File: src/hw/rtl/cbab_pkg.sv
// ---------------------------------------------------------------------------
// cbab_pkg
// Shared types, codes and sizes for the clipped blit / alpha blend engine.
// ---------------------------------------------------------------------------
`default_nettype none

package cbab_pkg;

    // Field widths
    localparam int DIM_W   = 13;
    localparam int POS_W   = DIM_W + 1;
    localparam int PROD_W  = POS_W + DIM_W;
    localparam int IDX_W   = 24;
    localparam int PIX_W   = 32;
    localparam int FMT_W   = 2;
    localparam int STAT_W  = 2;
    localparam int CFG_IDX_W = 3;

    // Defaults for top-level parameters
    localparam int MAX_DIM_DEF     = 4096;
    localparam int QUEUE_DEPTH_DEF = 4;

    // Request types
    localparam logic REQ_START = 1'b0;
    localparam logic REQ_PIXEL = 1'b1;

    // Result status codes
    localparam logic [STAT_W-1:0] ST_OK      = 2'd0;
    localparam logic [STAT_W-1:0] ST_INVALID = 2'd1;
    localparam logic [STAT_W-1:0] ST_NO_BLIT = 2'd2;

    // Source formats
    localparam logic [FMT_W-1:0] FMT_RGB  = 2'd0;
    localparam logic [FMT_W-1:0] FMT_RGBA = 2'd1;

    // Config register indexes
    localparam logic [CFG_IDX_W-1:0] REG_SRC_WIDTH  = 3'd0;
    localparam logic [CFG_IDX_W-1:0] REG_SRC_HEIGHT = 3'd1;
    localparam logic [CFG_IDX_W-1:0] REG_DST_WIDTH  = 3'd2;
    localparam logic [CFG_IDX_W-1:0] REG_DST_HEIGHT = 3'd3;
    localparam logic [CFG_IDX_W-1:0] REG_SRC_FORMAT = 3'd4;

    // Input word
    typedef struct packed {
        logic             req_type;
        logic [DIM_W-1:0] src_x;
        logic [DIM_W-1:0] src_y;
        logic [DIM_W-1:0] dst_x;
        logic [DIM_W-1:0] dst_y;
        logic [DIM_W-1:0] rect_width;
        logic [DIM_W-1:0] rect_height;
        logic [PIX_W-1:0] src_pixel;
        logic [PIX_W-1:0] dst_pixel;
    } blit_in_t;

    // Output word
    typedef struct packed {
        logic [STAT_W-1:0] status;
        logic [DIM_W-1:0]  clipped_width;
        logic [DIM_W-1:0]  clipped_height;
        logic [IDX_W-1:0]  dst_index;
        logic [PIX_W-1:0]  out_pixel;
        logic              last;
    } blit_out_t;

    // Configuration as seen by front and back
    typedef struct packed {
        logic [DIM_W-1:0] src_width;
        logic [DIM_W-1:0] src_height;
        logic [DIM_W-1:0] dst_width;
        logic [DIM_W-1:0] dst_height;
        logic [FMT_W-1:0] source_format;
    } cbab_cfg_t;

    // Classified item handed from front to back
    typedef struct packed {
        logic [STAT_W-1:0] status;
        logic              is_pixel;
        logic [DIM_W-1:0]  clip_w;
        logic [DIM_W-1:0]  clip_h;
        logic [POS_W-1:0]  row_pos;
        logic [POS_W-1:0]  col_pos;
        logic              last;
        logic [PIX_W-1:0]  src_pixel;
        logic [PIX_W-1:0]  dst_pixel;
    } cbab_entry_t;

endpackage

`default_nettype wire

File: src/hw/rtl/cbab_front.sv
// ---------------------------------------------------------------------------
// cbab_front
// Accepts words, checks and clips start requests, walks the raster position
// of pixel words, and pushes one classified entry per word into the queue.
// ---------------------------------------------------------------------------
`default_nettype none

module cbab_front
    import cbab_pkg::*;
(
    input  logic        clk,
    input  logic        rst_n,
    input  logic        in_valid,
    output logic        in_stall,
    input  blit_in_t    in_data,
    input  cbab_cfg_t   cfg,
    input  logic        q_full,
    output logic        q_push,
    output cbab_entry_t q_entry
);

    logic             active_reg, active_next;
    logic [DIM_W-1:0] row_reg, row_next;
    logic [DIM_W-1:0] col_reg, col_next;
    logic [DIM_W-1:0] clip_w_reg, clip_w_next;
    logic [DIM_W-1:0] clip_h_reg, clip_h_next;
    logic [DIM_W-1:0] orig_x_reg, orig_x_next;
    logic [DIM_W-1:0] orig_y_reg, orig_y_next;

    logic             accept;
    logic             start_bad;
    logic [DIM_W-1:0] src_w_rem, src_h_rem, dst_w_rem, dst_h_rem;
    logic [DIM_W-1:0] fit_w0, fit_h0, fit_w, fit_h;
    logic [POS_W-1:0] col_inc, row_inc;
    logic             end_row, fin;

    assign in_stall = q_full;
    assign accept   = in_valid && !q_full;
    assign q_push   = accept;

    // Start geometry: remaining room in each bitmap, then clip
    assign src_w_rem = cfg.src_width  - in_data.src_x;
    assign src_h_rem = cfg.src_height - in_data.src_y;
    assign dst_w_rem = cfg.dst_width  - in_data.dst_x;
    assign dst_h_rem = cfg.dst_height - in_data.dst_y;

    assign start_bad = (in_data.src_x > cfg.src_width)  ||
                       (in_data.src_y > cfg.src_height) ||
                       (in_data.dst_x > cfg.dst_width)  ||
                       (in_data.dst_y > cfg.dst_height) ||
                       (in_data.rect_width  > src_w_rem) ||
                       (in_data.rect_height > src_h_rem);

    assign fit_w0 = (dst_w_rem < src_w_rem) ? dst_w_rem : src_w_rem;
    assign fit_h0 = (dst_h_rem < src_h_rem) ? dst_h_rem : src_h_rem;
    assign fit_w  = (in_data.rect_width  < fit_w0) ? in_data.rect_width  : fit_w0;
    assign fit_h  = (in_data.rect_height < fit_h0) ? in_data.rect_height : fit_h0;

    // Raster walk: end of row, end of rectangle
    assign col_inc = {1'b0, col_reg} + POS_W'(1);
    assign row_inc = {1'b0, row_reg} + POS_W'(1);
    assign end_row = col_inc >= {1'b0, clip_w_reg};
    assign fin     = end_row && (row_inc >= {1'b0, clip_h_reg});

    // Classify and compute next walk state
    always_comb
    begin
        active_next = active_reg;
        row_next    = row_reg;
        col_next    = col_reg;
        clip_w_next = clip_w_reg;
        clip_h_next = clip_h_reg;
        orig_x_next = orig_x_reg;
        orig_y_next = orig_y_reg;

        q_entry           = '0;
        q_entry.src_pixel = in_data.src_pixel;
        q_entry.dst_pixel = in_data.dst_pixel;

        if (in_data.req_type == REQ_START)
        begin
            // a start always drops any running blit
            active_next = 1'b0;
            row_next    = '0;
            col_next    = '0;
            if (start_bad)
            begin
                clip_w_next    = '0;
                clip_h_next    = '0;
                q_entry.status = ST_INVALID;
            end
            else
            begin
                clip_w_next    = fit_w;
                clip_h_next    = fit_h;
                orig_x_next    = in_data.dst_x;
                orig_y_next    = in_data.dst_y;
                active_next    = (fit_w != '0) && (fit_h != '0);
                q_entry.status = ST_OK;
                q_entry.clip_w = fit_w;
                q_entry.clip_h = fit_h;
            end
        end
        else if (!active_reg)
        begin
            q_entry.status = ST_NO_BLIT;
        end
        else
        begin
            q_entry.status   = ST_OK;
            q_entry.is_pixel = 1'b1;
            q_entry.row_pos  = {1'b0, orig_y_reg} + {1'b0, row_reg};
            q_entry.col_pos  = {1'b0, orig_x_reg} + {1'b0, col_reg};
            q_entry.last     = fin;
            if (fin)
            begin
                active_next = 1'b0;
                row_next    = '0;
                col_next    = '0;
            end
            else if (end_row)
            begin
                col_next = '0;
                row_next = row_inc[DIM_W-1:0];
            end
            else
            begin
                col_next = col_inc[DIM_W-1:0];
            end
        end
    end

    // Walk state
    always_ff @(posedge clk or negedge rst_n)
    begin
        if (!rst_n)
        begin
            active_reg <= 1'b0;
            row_reg    <= '0;
            col_reg    <= '0;
            clip_w_reg <= '0;
            clip_h_reg <= '0;
            orig_x_reg <= '0;
            orig_y_reg <= '0;
        end
        else if (accept)
        begin
            active_reg <= active_next;
            row_reg    <= row_next;
            col_reg    <= col_next;
            clip_w_reg <= clip_w_next;
            clip_h_reg <= clip_h_next;
            orig_x_reg <= orig_x_next;
            orig_y_reg <= orig_y_next;
        end
    end

endmodule

`default_nettype wire

File: src/hw/rtl/cbab_queue.sv
// ---------------------------------------------------------------------------
// cbab_queue
// Small FIFO of classified entries between front and back.
// ---------------------------------------------------------------------------
`default_nettype none

module cbab_queue
    import cbab_pkg::*;
#(
    parameter int DEPTH = QUEUE_DEPTH_DEF
)
(
    input  logic        clk,
    input  logic        rst_n,
    input  logic        push,
    input  cbab_entry_t push_data,
    input  logic        pop,
    output cbab_entry_t pop_data,
    output logic        full,
    output logic        empty
);

    localparam int PTR_W = $clog2(DEPTH);
    localparam int CNT_W = $clog2(DEPTH + 1);

    cbab_entry_t      mem [DEPTH];
    logic [PTR_W-1:0] wr_ptr_reg, wr_ptr_next;
    logic [PTR_W-1:0] rd_ptr_reg, rd_ptr_next;
    logic [CNT_W-1:0] count_reg, count_next;

    assign full     = count_reg == CNT_W'(DEPTH);
    assign empty    = count_reg == '0;
    assign pop_data = mem[rd_ptr_reg];

    // Pointer wrap and fill count
    always_comb
    begin
        wr_ptr_next = wr_ptr_reg;
        rd_ptr_next = rd_ptr_reg;
        count_next  = count_reg;
        if (push)
        begin
            wr_ptr_next = (wr_ptr_reg == PTR_W'(DEPTH - 1)) ? '0 : wr_ptr_reg + PTR_W'(1);
        end
        if (pop)
        begin
            rd_ptr_next = (rd_ptr_reg == PTR_W'(DEPTH - 1)) ? '0 : rd_ptr_reg + PTR_W'(1);
        end
        if (push && !pop)
        begin
            count_next = count_reg + CNT_W'(1);
        end
        else if (pop && !push)
        begin
            count_next = count_reg - CNT_W'(1);
        end
    end

    always_ff @(posedge clk or negedge rst_n)
    begin
        if (!rst_n)
        begin
            wr_ptr_reg <= '0;
            rd_ptr_reg <= '0;
            count_reg  <= '0;
        end
        else
        begin
            wr_ptr_reg <= wr_ptr_next;
            rd_ptr_reg <= rd_ptr_next;
            count_reg  <= count_next;
        end
    end

    // Entry storage
    always_ff @(posedge clk)
    begin
        if (push)
        begin
            mem[wr_ptr_reg] <= push_data;
        end
    end

endmodule

`default_nettype wire

File: src/hw/rtl/cbab_back.sv
// ---------------------------------------------------------------------------
// cbab_back
// Two-stage execution: multiply stage (row times stride, channel products),
// then index add, pixel compose and the output register.
// ---------------------------------------------------------------------------
`default_nettype none

module cbab_back
    import cbab_pkg::*;
(
    input  logic        clk,
    input  logic        rst_n,
    input  cbab_cfg_t   cfg,
    input  logic        q_empty,
    input  cbab_entry_t q_data,
    output logic        q_pop,
    output logic        out_valid,
    input  logic        out_stall,
    output blit_out_t   out_data
);

    localparam int CH_W = 8;
    localparam int NCH  = 3;

    // Stage 1 registers
    logic              s1_valid_reg, s1_valid_next;
    logic [STAT_W-1:0] s1_status_reg;
    logic              s1_is_pixel_reg;
    logic [DIM_W-1:0]  s1_clip_w_reg, s1_clip_h_reg;
    logic [POS_W-1:0]  s1_col_reg;
    logic              s1_last_reg;
    logic [PIX_W-1:0]  s1_src_reg, s1_dst_reg;
    logic [PROD_W-1:0] s1_prod_reg;
    logic [CH_W-1:0]   s1_sa_reg [NCH];
    logic [CH_W-1:0]   s1_da_reg [NCH];

    // Output register
    logic              out_valid_reg, out_valid_next;
    blit_out_t         out_data_reg, out_data_next;

    logic              out_adv, s1_adv;
    logic [CH_W-1:0]   alpha, inv_alpha;
    logic [2*CH_W-1:0] sa_prod [NCH];
    logic [2*CH_W-1:0] da_prod [NCH];
    logic [CH_W:0]     ch_sum [NCH];
    logic [PIX_W-1:0]  blend_pix;

    // Stall propagates back from the output register
    assign out_adv   = !out_valid_reg || !out_stall;
    assign s1_adv    = !s1_valid_reg || out_adv;
    assign q_pop     = !q_empty && s1_adv;
    assign out_valid = out_valid_reg;
    assign out_data  = out_data_reg;

    // Channel products, one per color channel
    assign alpha     = q_data.src_pixel[PIX_W-1 -: CH_W];
    assign inv_alpha = 8'd255 - alpha;

    always_comb
    begin
        for (int c = 0; c < NCH; c++)
        begin
            sa_prod[c] = q_data.src_pixel[CH_W*c +: CH_W] * alpha;
            da_prod[c] = q_data.dst_pixel[CH_W*c +: CH_W] * inv_alpha;
        end
    end

    // Stage 1 control
    always_comb
    begin
        s1_valid_next = s1_adv ? q_pop : s1_valid_reg;
    end

    always_ff @(posedge clk or negedge rst_n)
    begin
        if (!rst_n)
        begin
            s1_valid_reg <= 1'b0;
        end
        else
        begin
            s1_valid_reg <= s1_valid_next;
        end
    end

    // Stage 1 payload
    always_ff @(posedge clk)
    begin
        if (q_pop)
        begin
            s1_status_reg   <= q_data.status;
            s1_is_pixel_reg <= q_data.is_pixel;
            s1_clip_w_reg   <= q_data.clip_w;
            s1_clip_h_reg   <= q_data.clip_h;
            s1_col_reg      <= q_data.col_pos;
            s1_last_reg     <= q_data.last;
            s1_src_reg      <= q_data.src_pixel;
            s1_dst_reg      <= q_data.dst_pixel;
            s1_prod_reg     <= PROD_W'(q_data.row_pos) * PROD_W'(cfg.dst_width);
            for (int c = 0; c < NCH; c++)
            begin
                s1_sa_reg[c] <= sa_prod[c][2*CH_W-1 -: CH_W];
                s1_da_reg[c] <= da_prod[c][2*CH_W-1 -: CH_W];
            end
        end
    end

    // Blend sums; each stays below 255
    always_comb
    begin
        for (int c = 0; c < NCH; c++)
        begin
            ch_sum[c] = {1'b0, s1_sa_reg[c]} + {1'b0, s1_da_reg[c]};
        end
        blend_pix = {s1_dst_reg[PIX_W-1 -: CH_W], ch_sum[2][CH_W-1:0],
                     ch_sum[1][CH_W-1:0], ch_sum[0][CH_W-1:0]};
    end

    // Result word
    always_comb
    begin
        out_data_next                = '0;
        out_data_next.status         = s1_status_reg;
        out_data_next.clipped_width  = s1_clip_w_reg;
        out_data_next.clipped_height = s1_clip_h_reg;
        if (s1_is_pixel_reg)
        begin
            out_data_next.dst_index = s1_prod_reg[IDX_W-1:0] + IDX_W'(s1_col_reg);
            out_data_next.last      = s1_last_reg;
            case (cfg.source_format)
                FMT_RGB:
                    out_data_next.out_pixel = {s1_dst_reg[PIX_W-1 -: CH_W],
                                               s1_src_reg[PIX_W-CH_W-1:0]};
                FMT_RGBA:
                    out_data_next.out_pixel = blend_pix;
                default:
                    out_data_next.out_pixel = s1_dst_reg;
            endcase
        end
        out_valid_next = out_adv ? s1_valid_reg : out_valid_reg;
    end

    always_ff @(posedge clk or negedge rst_n)
    begin
        if (!rst_n)
        begin
            out_valid_reg <= 1'b0;
        end
        else
        begin
            out_valid_reg <= out_valid_next;
        end
    end

    always_ff @(posedge clk)
    begin
        if (out_adv && s1_valid_reg)
        begin
            out_data_reg <= out_data_next;
        end
    end

endmodule

`default_nettype wire

File: src/hw/rtl/clipped_blit_alpha_blend.sv
// ---------------------------------------------------------------------------
// clipped_blit_alpha_blend
// Clipped rectangle blit with per-channel alpha blend: config registers,
// front end (check, clip, raster walk), entry queue, back end (index, pixel).
//
//   channel | dir | handshake            | payload
//   in      | in  | in_valid / in_stall   | in_data  (blit_in_t)
//   out     | out | out_valid / out_stall | out_data (blit_out_t)
//   cfg     | in  | cfg_we                | cfg_index, cfg_data
//
// Sustained rate is one word per cycle on both channels while out_stall is low.
// A result shows on out_valid once its word has passed the queue, the multiply
// stage (row times stride) and the output register.
// in_stall rises only when the entry queue (QUEUE_DEPTH words) is full.
// out_stall freezes the back end; the front keeps filling the queue.
// Reset takes effect at once: sizes read 1, format rgb, no blit active.
// ---------------------------------------------------------------------------
`default_nettype none

module clipped_blit_alpha_blend
    import cbab_pkg::*;
#(
    parameter int MAX_DIM     = MAX_DIM_DEF,
    parameter int QUEUE_DEPTH = QUEUE_DEPTH_DEF
)
(
    input  logic                 clk,
    input  logic                 rst_n,
    input  logic                 in_valid,
    output logic                 in_stall,
    input  blit_in_t             in_data,
    output logic                 out_valid,
    input  logic                 out_stall,
    output blit_out_t            out_data,
    input  logic                 cfg_we,
    input  logic [CFG_IDX_W-1:0] cfg_index,
    input  logic [DIM_W-1:0]     cfg_data
);

    localparam int               CMP_W      = 17;
    localparam logic [CMP_W-1:0] MaxDimWide = CMP_W'(MAX_DIM);

    cbab_cfg_t        cfg_reg, cfg_next;
    logic [DIM_W-1:0] size_sat;

    logic             q_push, q_pop, q_full, q_empty;
    cbab_entry_t      q_wr, q_rd;

    // Size registers saturate at MAX_DIM
    assign size_sat = ({(CMP_W-DIM_W)'(0), cfg_data} > MaxDimWide) ?
                      MaxDimWide[DIM_W-1:0] : cfg_data;

    // Register write decode
    always_comb
    begin
        cfg_next = cfg_reg;
        if (cfg_we)
        begin
            unique case (cfg_index)
                REG_SRC_WIDTH:  cfg_next.src_width     = size_sat;
                REG_SRC_HEIGHT: cfg_next.src_height    = size_sat;
                REG_DST_WIDTH:  cfg_next.dst_width     = size_sat;
                REG_DST_HEIGHT: cfg_next.dst_height    = size_sat;
                REG_SRC_FORMAT: cfg_next.source_format = cfg_data[FMT_W-1:0];
                default:        cfg_next = cfg_reg;
            endcase
        end
    end

    always_ff @(posedge clk or negedge rst_n)
    begin
        if (!rst_n)
        begin
            cfg_reg.src_width     <= DIM_W'(1);
            cfg_reg.src_height    <= DIM_W'(1);
            cfg_reg.dst_width     <= DIM_W'(1);
            cfg_reg.dst_height    <= DIM_W'(1);
            cfg_reg.source_format <= FMT_RGB;
        end
        else
        begin
            cfg_reg <= cfg_next;
        end
    end

    // Front end
    cbab_front u_front (
        .clk      (clk),
        .rst_n    (rst_n),
        .in_valid (in_valid),
        .in_stall (in_stall),
        .in_data  (in_data),
        .cfg      (cfg_reg),
        .q_full   (q_full),
        .q_push   (q_push),
        .q_entry  (q_wr)
    );

    // Entry queue
    cbab_queue #(
        .DEPTH (QUEUE_DEPTH)
    ) u_queue (
        .clk       (clk),
        .rst_n     (rst_n),
        .push      (q_push),
        .push_data (q_wr),
        .pop       (q_pop),
        .pop_data  (q_rd),
        .full      (q_full),
        .empty     (q_empty)
    );

    // Back end
    cbab_back u_back (
        .clk       (clk),
        .rst_n     (rst_n),
        .cfg       (cfg_reg),
        .q_empty   (q_empty),
        .q_data    (q_rd),
        .q_pop     (q_pop),
        .out_valid (out_valid),
        .out_stall (out_stall),
        .out_data  (out_data)
    );

endmodule

`default_nettype wire

File: config.mk
export PLATFORM = sky130hd
export DESIGN_NAME = clipped_blit_alpha_blend
export DESIGN_NICKNAME = d
export VERILOG_FILES = /design/src/hw/rtl/cbab_pkg.sv /design/src/hw/rtl/cbab_front.sv /design/src/hw/rtl/cbab_queue.sv /design/src/hw/rtl/cbab_back.sv /design/src/hw/rtl/clipped_blit_alpha_blend.sv
export SDC_FILE = /design/constraint.sdc
export NUM_CORES = 2
export LEC_CHECK = 0
export BUFFER_PORTS_ARGS = -buffer_cell sky130_fd_sc_hd__buf_2
export CAP_MARGIN = 40
export CORE_UTILIZATION = 60
export CTS_BUF_LIST = sky130_fd_sc_hd__clkbuf_2 sky130_fd_sc_hd__clkbuf_4 sky130_fd_sc_hd__clkbuf_8
export CTS_CLUSTER_SIZE = 8
export DETAILED_ROUTE_END_ITERATION = 8
export PLACE_DENSITY = 0.78
export SLEW_MARGIN = 15
export SYNTH_ARGS = -nofsm -noshare
export SYNTH_HDL_FRONTEND = slang
export SYNTH_SLANG_ARGS = --single-unit
File: constraint.sdc
create_clock -name clk -period 16.8 [get_ports clk]
set_input_delay 0 -clock clk [delete_from_list [all_inputs] [get_ports clk]]
set_output_delay 0 -clock clk [all_outputs]
set_load 0.02 [all_outputs]
==> flow_summary.json <==
{
  "antenna_found_initial": 15,
  "end_kind": "flip-flop",
  "cts_resized": 0,
  "die_area_um2": 96400,
  "first_iter_violations": 3392,
  "synth_top_area_frac": 0.392,
  "hp-class": "primary input to flip-flop",
  "synth_most_common_cell": "edfxtp_1",
  "grt_first_pass_wirelength_mm": 221,
  "cp_top_family": "compound AO/OA/AOI/OAI gates",
  "crit_slowest_cell": "nor3_4",
  "drt.antenna.violating_nets": 0,
  "holdWs_ns": 0.157,
  "avgSynthCellArea_um2": 11.9,
  "utilization": 0.701,
  "ys_async_sr_fraction": 0.160,
  "clk_pin_slew_ns": 0.06,
  "path_max_fanout": 16,
  "yosysWarnings": 0,
  "std_cell_rows": 112,
  "grt_use_total": 0.303,
  "rsz0062_at_grt": "false",
  "ios": 251,
  "nets": 6354,
  "numClockSinks": 887,
  "slew_headroom": 0.294,
  "globalRouteMet3Util": 0.0629,
  "yosysSeqAreaShare": 0.454,
  "finalHoldViolCount": 0,
  "place_inst": 6203,
  "cts_root_buf": "clkbuf_8",
  "crit_required_ns": 17.59,
  "fin_crit_sh": 0.516,
  "drive_gt1_frac": 0.140,
  "grt_use_met2": 0.491,
  "synth.cell_area_um2": 57100,
  "gr-usage-met1": 0.402,
  "place_hpwl_mm": 99.0,
  "dr.pass1.iters": 6,
  "layout.cells.non_filler": 6736,
  "crit_path_start_kind": "flip-flop",
  "cts_tree": "yes",
  "outcome": "completed",
  "synth_fp_nets": 5788,
  "port_buffers": 250,
  "slowest_delay_ns": 0.71,
  "yosys.cell_types.count": 90,
  "core-area_um2": 93700,
  "insertion_delay_ns": 0.86,
  "area_delta_synth_final_pct": 15.0,
  "largest_register_ff_count": 488,
  "ys_ff_latch": 887,
  "drv_cap": 0,
  "worstPathArrival_ns": 9.47,
  "fp.dieW_um": 310,
  "finalSetupViolCount": 0,
  "synth_edf_count": 745,
  "grt_max_degree": 154,
  "min_period_ns": 8.68,
  "path_class": "flip-flop to flip-flop",
  "via_per_inst": 5.77,
  "fin_setup_tns_ns": 0,
  "num_vias": 38900,
  "drc_errors": 0,
  "final_max_slew_viol_count": 0,
  "initial_core_util": 0.609,
  "synth_area_leaders": "edfxtp_1 (39%), fa_1 (12%), ha_1 (10%)",
  "clockBufferDepth": 3,
  "synth_ff_type": "edfxtp_1",
  "syn_inst": 4804,
  "wirelength_mm": 142,
  "yosys.area.top_type": "edfxtp_1",
  "cts_made_buffers": 150,
  "clock.fmax_mhz": 115,
  "finalWeightedCongestion": 0.948,
  "fp.dieH_um": 310,
  "wl_per_cell_um": 21.1,
  "grt.busiest_layer": "met2",
  "worst_pin_slew_ns": 1.06,
  "first_global_vias": 40100,
  "grt_overflow": 0,
  "finClkSkew_ns": 0.0609,
  "h-tree-depth": 4,
  "synth_common_cells": "edfxtp_1 (745), inv_1 (642), nand2_1 (488)",
  "path_buf_inv": 4
}
==> worst reg2reg max path: cells and delay by family (launching register included) <==
family,cells,cell delay (ns)
buffers and inverters,4,1.32
AND/OR/NAND/NOR,7,1.70
multiplexers,2,0.87
XOR/XNOR,1,0.23
adder cells (fa/ha/maj),4,1.24
AO/OA/AOI/OAI,13,2.74
flip-flops,1,0.52
==> timing repair <==
item | CTS | global route
buffers inserted | 0 | 0
hold buffers | 265 | 1
hold endpoints to repair | 677 | 13
==> final timing paths <==
path	startpoint	to	slack (ns)	cells past startpoint
worst min-delay path	in_data[129]	u_front.clip_w_reg[0]	0.16	5
worst max-delay path	cfg_reg[28]	u_front.clip_h_reg[4]	8.12	31
worst max register to register	cfg_reg[28]	u_front.clip_h_reg[4]	8.12	31
worst min register to register	u_back.s1_clip_h_reg[10]	u_back.out_data[67]	0.43	0
max in group asynchronous	rst_n	cfg_reg[35]	15.74	4
min in group asynchronous	rst_n	cfg_reg[15]	0.26	3
==> layout make-up <==
class | instances | area [µm²]
sequential | 887 | 25900
inverter | 643 | 2410
multi-input combinational | 3120 | 28200
tap | 1254 | 1570
timing repair buffer | 568 | 4480
clock buffer | 202 | 2470
antenna | 7 | 17.5
fill | 6277 | 28100
clock inverter | 55 | 638
==> per-layer routing <==
layer / up-vias / wire [µm]
met1: 19200 / 57900
li1: 17600 / -
met4: 14 / 5080
met2: 1686 / 67400
met5: - / 93
met3: 349 / 11800
==> through the flow <==
| stage | area [µm²] | setup slack (ns) |
|---|---|---|
| after floorplan | 57100 | 5.18 |
| after global placement | 59600 | 9.28 |
| after detailed placement | 59800 | 9.08 |
| after CTS | 65600 | 8.37 |
| after global routing | 65700 | 7.60 |
| final | 65700 | 8.12 |
==> kinds of logic (layout without fill, tap and decap cells) <==
| kind of cell | Yosys count | after routing | share of synthesized area |
|---|---|---|---|
| DFF | 887 | 887 | 0.454 |
| and+or+nand+nor | 1269 | 1269 | 0.103 |
| AOI/OAI and AO/OA | 589 | 589 | 0.0669 |
| other | 0 | 7 | 0 |
| xor gates and xnor gates | 177 | 177 | 0.0272 |
| muxes | 262 | 262 | 0.0685 |
| buffers and inverters | 797 | 1468 | 0.0535 |
| adders and majority gates | 823 | 823 | 0.226 |
==> placed cells by master (no fill, tap or decap), types with 51 or more instances in the layout <==
cell type / instances
a21o_1: 60
a21oi_1: 119
and2_1: 182
buf_2: 252
clkbuf_8: 152
dfrtp_1: 135
dlygate4sd3_1: 265
edfxtp_1: 745
fa_1: 351
ha_1: 469
inv_1: 642
mux2_2: 80
mux2i_1: 82
mux4_2: 92
nand2_1: 488
nand3_1: 51
nor2_1: 308
o21ai_0: 170
xnor2_1: 127
Power is not shown: default switching activity piles up to over one toggle a cycle in this logic, so the estimate is an artifact.
